===== src/rtl/swm_pkg.sv =====
`default_nettype none

package swm_pkg;

  localparam int SAMPLE_W = 32;
  localparam int OUT_W    = 33;
  localparam int CFG_W    = 7;

  localparam logic [CFG_W-1:0] WIN_RESET = 7'd3;

  // per-cell control, driven from the window controller
  typedef struct packed {
    logic en;          // a request is taken this cycle
    logic occ;         // cell holds a window sample
    logic below_prev;  // left neighbour lies before the removed slot
    logic below_here;  // this cell lies before the removed slot
    logic bound;       // last position of the window after the update
  } swm_ctl_t;

endpackage

`default_nettype wire


===== src/rtl/swm_cell.sv =====
`default_nettype none

module swm_cell #(
  parameter int AW = 6
) (
  input  wire                                   clk,
  input  wire swm_pkg::swm_ctl_t                ctl,
  input  wire logic signed [swm_pkg::SAMPLE_W-1:0] sample,
  input  wire logic signed [swm_pkg::SAMPLE_W-1:0] val_prev,
  input  wire logic        [AW-1:0]             age_prev,
  input  wire logic                             gt_prev,
  input  wire logic signed [swm_pkg::SAMPLE_W-1:0] val_next,
  input  wire logic        [AW-1:0]             age_next,
  input  wire logic                             gt_next,
  output logic signed      [swm_pkg::SAMPLE_W-1:0] val,
  output logic             [AW-1:0]             age,
  output logic                                  gt
);
  import swm_pkg::*;

  logic signed [SAMPLE_W-1:0] lval_prev;
  logic signed [SAMPLE_W-1:0] lval_here;
  logic        [AW-1:0]       lage_prev;
  logic        [AW-1:0]       lage_here;
  logic                       lgt_prev;
  logic                       lgt_here;
  logic signed [SAMPLE_W-1:0] val_next_w;
  logic        [AW-1:0]       age_next_w;

  assign gt = ctl.occ && (val > sample);

  // close the gap left by the removed entry
  assign lval_prev = ctl.below_prev ? val_prev : val;
  assign lage_prev = ctl.below_prev ? age_prev : age;
  assign lgt_prev  = ctl.below_prev ? gt_prev  : gt;
  assign lval_here = ctl.below_here ? val      : val_next;
  assign lage_here = ctl.below_here ? age      : age_next;
  assign lgt_here  = ctl.below_here ? gt       : gt_next;

  // then open a gap for the new sample
  always_comb begin
    if (lgt_prev) begin
      val_next_w = lval_prev;
      age_next_w = lage_prev + AW'(1);
    end else if (lgt_here || ctl.bound) begin
      val_next_w = sample;
      age_next_w = '0;
    end else begin
      val_next_w = lval_here;
      age_next_w = lage_here + AW'(1);
    end
  end

  always_ff @(posedge clk) begin
    if (ctl.en) begin
      val <= val_next_w;
      age <= age_next_w;
    end
  end

endmodule

`default_nettype wire


===== config.mk =====
export PLATFORM = sky130hd
export DESIGN_NAME = swm_cell
export DESIGN_NICKNAME = d
export VERILOG_FILES = /design/src/rtl/swm_pkg.sv /design/src/rtl/swm_cell.sv
export SDC_FILE = /design/constraint.sdc
export NUM_CORES = 1
export LEC_CHECK = 0
export BUFFER_PORTS_ARGS = -buffer_cell sky130_fd_sc_hd__buf_2
export CAP_MARGIN = 20
export CORE_MARGIN = 2
export CORE_UTILIZATION = 30
export CTS_CLUSTER_SIZE = 10
export DETAILED_ROUTE_END_ITERATION = 10
export MAX_ROUTING_LAYER = met4
export PLACE_DENSITY = 0.65
export SETUP_SLACK_MARGIN = 0.02
export SYNTH_ARGS = -nofsm -noshare
export SYNTH_HDL_FRONTEND = slang
export SYNTH_SLANG_ARGS = --single-unit

===== constraint.sdc =====
create_clock -name clk -period 4.15 [get_ports clk]
set_input_delay 0.415 -clock clk [delete_from_list [all_inputs] [get_ports clk]]
set_output_delay 0.415 -clock clk [all_outputs]
set_load 0.02 [all_outputs]

==> results.cfg, run 1 <==
[outcome]
outcome = finished clean

[worst_setup_path]
critPathKind = flip-flop to flip-flop
required_ns = 4.15
start_kind = flip-flop
crit_fanout = 71
endpoint_kind = flip-flop
cp_data_arrival_time_ns = 3.70

[drt]
drc = 0
drt_first_pass_iters = 4
drt_first_iter_violations = 92
wl_per_cell_um = 13.8
finalWirelength_um = 8470
ant_nets = 0
viasPerCell = 4.81
vias = 2952

[place]
hpwl_um = 6820
place_area_um2 = 4040
numPortBuffers = 154
dp_cells = 606
gp_congestion = 0.840

[die]
fp.dieW_um = 107
die_area_um2 = 11300
die_h_um = 107
core-area_um2 = 10300
std_cell_rows = 37
start_util_pct = 30.7
io_pins = 155

[synthesis]
synth_edf_count = 38
netlist_instances = 324
yosysSeqAreaShare_pct = 36.2
synth.top_cells.by_count = 38 x edfxtp_1, 38 x mux2i_1, 36 x a21oi_1, 36 x inv_1, 36 x nor2_1
postSynthAreaPerCell_um2 = 9.73
ys_seq_elements = 38
netlist_area_um2 = 3150
synth_top_area_cell = edfxtp_1
synth_warnings = 0
syn_nets = 474
yosysUniqueCellTypes = 38
ys_dominant_reg_cell = edfxtp_1
synthTopCellsByArea = edfxtp_1 36%, ha_1 13%, mux2i_1 12%
async_reset_ff_share_pct = 0
synth_top_cell_area_share_pct = 36.2

[layout]
layout.nets = 627
multi_input_area_um2 = 1790
drive_gt1_share_pct = 38.3
final_area_um2 = 4120
final_cells = 614
syn_to_final_growth_pct = 30.8
seqCellArea_um2 = 1140
diodes = 0
fill_cells = 1075

[cts]
htreeDepth = 2
clk_path_buf_depth = 2
clock_latency_ns = 0.29
cts_tree = done
clock_sinks = 38
clock-root-buffer = clkbuf_8
post_cts_buffers = 0
cts.repair.resized = 0
clkTransAtPathRegs_ns = 0.08
hold_buffers = 0
numCtsBuffers = 5

[pwr]
p_leak_nw = 1.99
power_density_nw_per_um2 = 314
finalPower_mw = 1.30
irDropWorstVdd_mv = 0.125

[timing]
slew_violations = 0
period_needed_ns = 3.70
rsz0062_at_grt = no
clock_skew_ns = 0.00780
period_share_pct = 89.1
slew_headroom_pct = 44.3
max_clock_freq_mhz = 271
fin_tns_setup_ns = 0
hold_violations = 0
max_slew.worst_pin.slew_ns = 0.835
finalSetupViolations = 0

[global_routing]
grt_max_degree = 72
gr-total-overflow = 0
antenna_found_initial = 0
grt_pass1_vias = 2908
grt_pass1_wl_um = 13500
grt_use_total_pct = 15.2

[hold_path]
min_path_type = input pin to flip-flop

[run]
max_cap_violations = 0
==> critical path, cell delays in order, from the launching register on <==
cell and delay (ns):
edfxtp_1 0.42, ha_1 0.43, nand4_1 0.20, or4_1 0.60
o21a_1 0.26, and3_2 0.24, a32o_1 0.23, a211oi_4 0.22
buf_4 0.63, a21oi_1 0.16
==> path summary, 6_finish.rpt <==
kind	startpoint	depth (start not counted)	end	slack, ns
worst max-delay path	val[31]	9	val[12]	0.45
worst min-delay path	val_prev[8]	3	val[8]	0.44
worst max register to register	val[31]	9	val[12]	0.45
worst min register to register	age[0]	2	age[0]	0.80
==> registers in the layout (all words and copies together), names as in the netlist <==
register  cells
age           6
val          32
==> cells by family (layout without fill, tap and decap cells) <==
family	Yosys count	count (layout)	share of synthesized area [%]
flops	38	38	36.2
simple gates	79	79	12.0
buf+inv	48	202	6.95
compound gates	73	73	15.0
fa+ha+maj	34	34	13.5
xor+xnor	9	9	2.50
mux	43	43	13.9
==> per-stage QoR <==
stage | util [%] | setup WS, ns | hold slack, ns
after floorplan | - | 0.324 | 0.527
after global placement | 39.3 | 0.483 | 0.740
after detailed placement | 39.3 | 0.337 | 0.739
after CTS | 40.1 | 0.468 | 0.430
after global routing | 40.1 | 0.214 | 0.441
final | 40.1 | 0.454 | 0.439
==> layout by cell type (no fill, tap or decap), drive strengths merged, types with 5 or more instances in the layout <==
cell    instances
nand4           8
o21ai           6
edfxtp         38
xnor2           5
buf           158
clkbuf          6
mux2            5
nand3          10
inv            36
nand2          10
a21oi          46
ha             34
o22ai           5
nor2           36
mux2i          38
==> report_power, final <==
group | internal (mW) | switching [mW]
Clock | 0.116 | 0.140
Sequential | 0.497 | 0.0318
Combinational | 0.210 | 0.301
Total | 0.823 | 0.472
==> layout make-up <==
type                    instances  area share, %
clock inverters                 2          0.213
well taps                     136           4.13
inverters                      36           3.28
clock buffers                   6           1.76
repair buffers                158           19.4
multi-input cells             238           43.5
flip-flops and latches         38           27.7
==> metal layers <==
metal | part of all wire [%] | global-route usage (%) | wire length (um)
met2 | 48 | 25.8 | 4050
met1 | 45 | 19.3 | 3820
met4 | 0.60 | 2.88 | 51
met5 | 0 | - | 0
met3 | 6.4 | 2.39 | 544
Power figures use the tool's default switching activity.
==> inputs of run 2 (changes only) <==
- CAP_MARGIN: 20 -> 10
- GPL_TIMING_DRIVEN: not set -> 0
==> results.cfg, run 2 (synthesis results as in run 1) <==
[hold_path]
min_path_type = input pin to flip-flop

[die]
io_pins = 155
die_h_um = 107
start_util_pct = 30.7
core-area_um2 = 10300
die_area_um2 = 11300
fp.dieW_um = 107
std_cell_rows = 37

[layout]
regMostFlops = val
layout.nets = 636
syn_to_final_growth_pct = 34.6
mostFrequentLayoutCell = buf_2
diodes = 0
top_regs = val: 32 flops, age: 6 flops
final_cell_mix = 157 x buf_2, 38 x mux2i_1, 38 x edfxtp_1
drive_gt1_share_pct = 38.6
largest_reg_flops = 32
final_cells = 623
final_util_pct = 41.3

[global_routing]
grt_max_degree = 33
grt_pass1_vias = 3015
antenna_found_initial = 0
grt_pass1_wl_um = 14400
gr-total-overflow = 0
grt_use_total_pct = 16.4

[cts]
clk_path_buf_depth = 2
cts_tree = done
clock-root-buffer = clkbuf_8
clock_sinks = 38
clkTransAtPathRegs_ns = 0.09
numCtsBuffers = 5
htreeDepth = 2
clock_latency_ns = 0.30

[timing]
period_needed_ns = 3.84
max_clock_freq_mhz = 261
max_slew.worst_pin.slew_ns = 0.626
fin_ws_ns = 0.312
period_share_pct = 92.5
slew_violations = 0
finalSetupViolations = 0
rsz0062_at_grt = no
slew_headroom_pct = 58.2
fin_tns_setup_ns = 0
clock_skew_ns = 0.0111
hold_violations = 0

[place]
numPortBuffers = 153
dp_cells = 613
hpwl_um = 7280
gp_congestion = 0.896
dp_slack_ns = -0.204

[drt]
viasPerCell = 4.77
finalWirelength_um = 9070
vias = 2971
drt_first_pass_iters = 4
drt_first_iter_violations = 74
ant_nets = 0
wl_per_cell_um = 14.6
drc = 0

[pwr]
power_density_nw_per_um2 = 339
p_leak_nw = 2.04
finalPower_mw = 1.44
irDropWorstVdd_mv = 0.136

[worst_setup_path]
crit_fanout = 32
start_kind = flip-flop
endpoint_kind = flip-flop
required_ns = 4.14
cp_data_arrival_time_ns = 3.83
critPathKind = flip-flop to flip-flop

[run]
max_cap_violations = 0

[outcome]
outcome = finished clean
## run 2: changes by cell type in the layout (fill, tap and decap cells not counted), moves of 2 or more
| cell | change |
|---|---|
| bufinv_16 | +2 |
| buf_4 | -2 |
| buf_2 | +3 |
| clkbuf_1 | +3 |
| buf_8 | +3 |
## run 2: worst max-delay path, cell delays in order, from the launching register on
cell and delay [ns]:
edfxtp_1 0.41, ha_1 0.43, nand4_1 0.20, or4_1 0.63
o21a_1 0.28, and3_2 0.24, a32o_1 0.23, a211oi_4 0.38
nand2_1 0.28, o21a_4 0.43
## run 2: power by group
group	switching [mW]	internal, mW	leakage (nW)	total (mW)
Clock	0.143	0.238	0.0658	0.381
Sequential	0.0309	0.497	0.365	0.527
Combinational	0.311	0.221	1.61	0.532
## run 2: worst paths after layout
| check | from | endpoint | slack [ns] | cells after the start |
|---|---|---|---|---|
| hold / removal | val_prev[6] | val[6] | 0.43 | 3 |
| setup reg to reg | val[31] | val[0] | 0.31 | 9 |
| hold reg to reg | age[0] | age[0] | 0.80 | 2 |
| setup / recovery | val[31] | val[0] | 0.31 | 9 |
## run 2: layout make-up
| type | count | area, um^2 |
|---|---|---|
| Buffer | 12 | 83.8 |
| Clock buffer | 5 | 68.8 |
| Clock inverter | 3 | 63.8 |
| Fill cell | 1053 | 6030 |
| Inverter | 36 | 135 |
| Multi-Input combinational cell | 238 | 1800 |
| Sequential cell | 38 | 1140 |
| Tap cell | 136 | 170 |
| Timing Repair Buffer | 155 | 781 |
## run 2: layer usage
layer	GRT usage, %	wire length [um]
met3	3.07	506
met4	3.15	63
met2	28.5	4410
met5	-	0
met1	20.1	4100
## run 2: stage by stage
| stage | area [um^2] | hold slack [ns] |
|---|---|---|
| after global routing | 4240 | 0.424 |
| final | 4240 | 0.432 |
| after floorplan | 3150 | 0.527 |
| after global placement | 4090 | 0.732 |
| after CTS | 4230 | 0.415 |
| after detailed placement | 4090 | 0.735 |
## run 2: what timing repair did
item                       CTS  global route
pin swaps                    0             2
hold buffers                 0             0
buffers inserted             0             2
setup endpoints to repair   32            32
resized for setup            1             0
==> inputs of run 3 (changes only) <==
- clock period: 4.15 -> 3.8 ns (I/O delays scaled with it)
==> results.cfg, run 3 (synthesis results as in run 1) <==
[outcome]
outcome = finished clean

[worst_setup_path]
endpoint_kind = flip-flop
critPathMaxStageDelay_ns = 0.64
cp_cell_sequence = ha_2 -> nand4_1 -> or4_1 -> o21a_1 -> and3_1 -> a32o_1 -> nor3_4 -> buf_4 -> buf_8 -> mux2i_1 -> a21oi_1
cp_data_arrival_time_ns = 3.61
start_kind = flip-flop
worst-path-buf-inv = 2
required_ns = 3.84
crit_fanout = 10
critPathKind = flip-flop to flip-flop
cp_slowest_cell = or4_1
critical_path.top_delay_family = simple AND/OR/NAND/NOR gates

[timing]
clock_skew_ns = 0.00488
period_needed_ns = 3.57
hold_violations = 0
fin_tns_setup_ns = 0
finalSetupViolations = 0
max_clock_freq_mhz = 280
slew_headroom_pct = 58.5
rsz0062_at_grt = no
max_slew.worst_pin.slew_ns = 0.623
slew_violations = 0
period_share_pct = 93.9

[layout]
regMostFlops = val
final_cell_mix = 157 x buf_2, 38 x mux2i_1, 38 x edfxtp_1
seqCellArea_um2 = 1140
largest_reg_flops = 32
layout.nets = 637
multi_input_area_um2 = 1800
top_regs = val: 32 flops, age: 6 flops
fill_cells = 1075
mostFrequentLayoutCell = buf_2
drive_gt1_share_pct = 39.3
final_util_pct = 41.0
final_area_um2 = 4210
syn_to_final_growth_pct = 33.6

[drt]
viasPerCell = 4.81
drc = 0
finalWirelength_um = 9150
wl_per_cell_um = 14.6
vias = 3009
ant_nets = 0
drt_first_iter_violations = 93
drt_first_pass_iters = 5

[place]
gp_congestion = 0.870
place_area_um2 = 4090
numPortBuffers = 153
hpwl_um = 7300

[die]
std_cell_rows = 37
die_area_um2 = 11300
core-area_um2 = 10300
die_h_um = 107
fp.dieW_um = 107
start_util_pct = 30.7
io_pins = 155

[global_routing]
antenna_found_initial = 2
gr-total-overflow = 0
grt_pass1_wl_um = 14500
grt_max_degree = 33
grt_pass1_vias = 3086
grt_use_total_pct = 16.6

[run]
max_cap_violations = 0

[cts]
clkTransAtPathRegs_ns = 0.08
cts_tree = done
numCtsBuffers = 5
clock_sinks = 38
hold_buffers = 0
clk_path_buf_depth = 2
htreeDepth = 2
clock_latency_ns = 0.29
clock-root-buffer = clkbuf_8

[pwr]
p_leak_nw = 2.03
irDropWorstVdd_mv = 0.153
power_density_nw_per_um2 = 343

[hold_path]
min_path_type = input pin to flip-flop
-- run 3: changes by cell type in the layout (fill, tap and decap cells not counted), moves of 2 or more --
cell | before | now
diode_2 | 0 | 2
clkbuf_2 | 0 | 3
clkbuf_1 | 4 | 2
bufinv_16 | 2 | 0
-- run 3: worst register-to-register path: stages, from the launching register on --
cell	delay (ns)
edfxtp_1	0.40
ha_2	0.42
nand4_1	0.19
or4_1	0.64
o21a_1	0.28
and3_1	0.22
a32o_1	0.24
nor3_4	0.21
buf_4	0.22
buf_8	0.18
mux2i_1	0.24
a21oi_1	0.09
-- run 3: cell type report --
class,instances,share of cell area (%)
antenna,2,0.119
buffer,12,2.08
clock buffer,6,1.72
clock inverter,2,0.208
inverter,36,3.21
multi-input combinational,238,42.8
sequential,38,27.1
tap,136,4.04
timing repair buffer,156,18.7
-- run 3: report_power, final --
part           internal, mW  switching, mW
sequential            0.542         0.0342
combinational         0.245          0.340
clock                 0.127          0.156
-- run 3: worst paths after layout --
path	end	from	slack [ns]	cells past startpoint
hold / removal	val[6]	val_prev[6]	0.40	3
setup reg to reg	val[26]	val[31]	0.23	11
setup / recovery	val[26]	val[31]	0.23	11
hold reg to reg	age[0]	age[0]	0.79	2
-- run 3: what timing repair did --
item | 4_1_cts | 5_1_grt
resized for setup | 1 | 7
setup endpoints to repair | 37 | 58
cloned | 0 | 0
pin swaps | 2 | 0
setup buffers | 3 | 0
endpoints found under the hold margin | 0 | 0
-- run 3: per-layer routing --
metal  routed length (um)  track usage, %  vias up
li1                     -               -     1506
met1                 4180            20.6     1391
met2                 4410            28.0      108
met3                  502            3.25        4
met4                   61            3.62        0
met5                    0               -        -
-- run 3: through the flow --
| stage | instances | power (mW) | setup slack [ns] | hold slack (ns) |
|---|---|---|---|---|
| 4_1_cts | 624 | 1.46 | 0.106 | 0.385 |
| 6_report | 626 | 1.44 | 0.232 | 0.401 |
| 3_5_place_dp | 613 | 1.17 | -0.523 | 0.697 |
| 5_1_grt | 626 | 1.55 | 0.0423 | 0.398 |
| 2_1_floorplan | 324 | 0.956 | 0.201 | 0.492 |
| 3_3_place_gp | 613 | 1.15 | -0.474 | 0.697 |
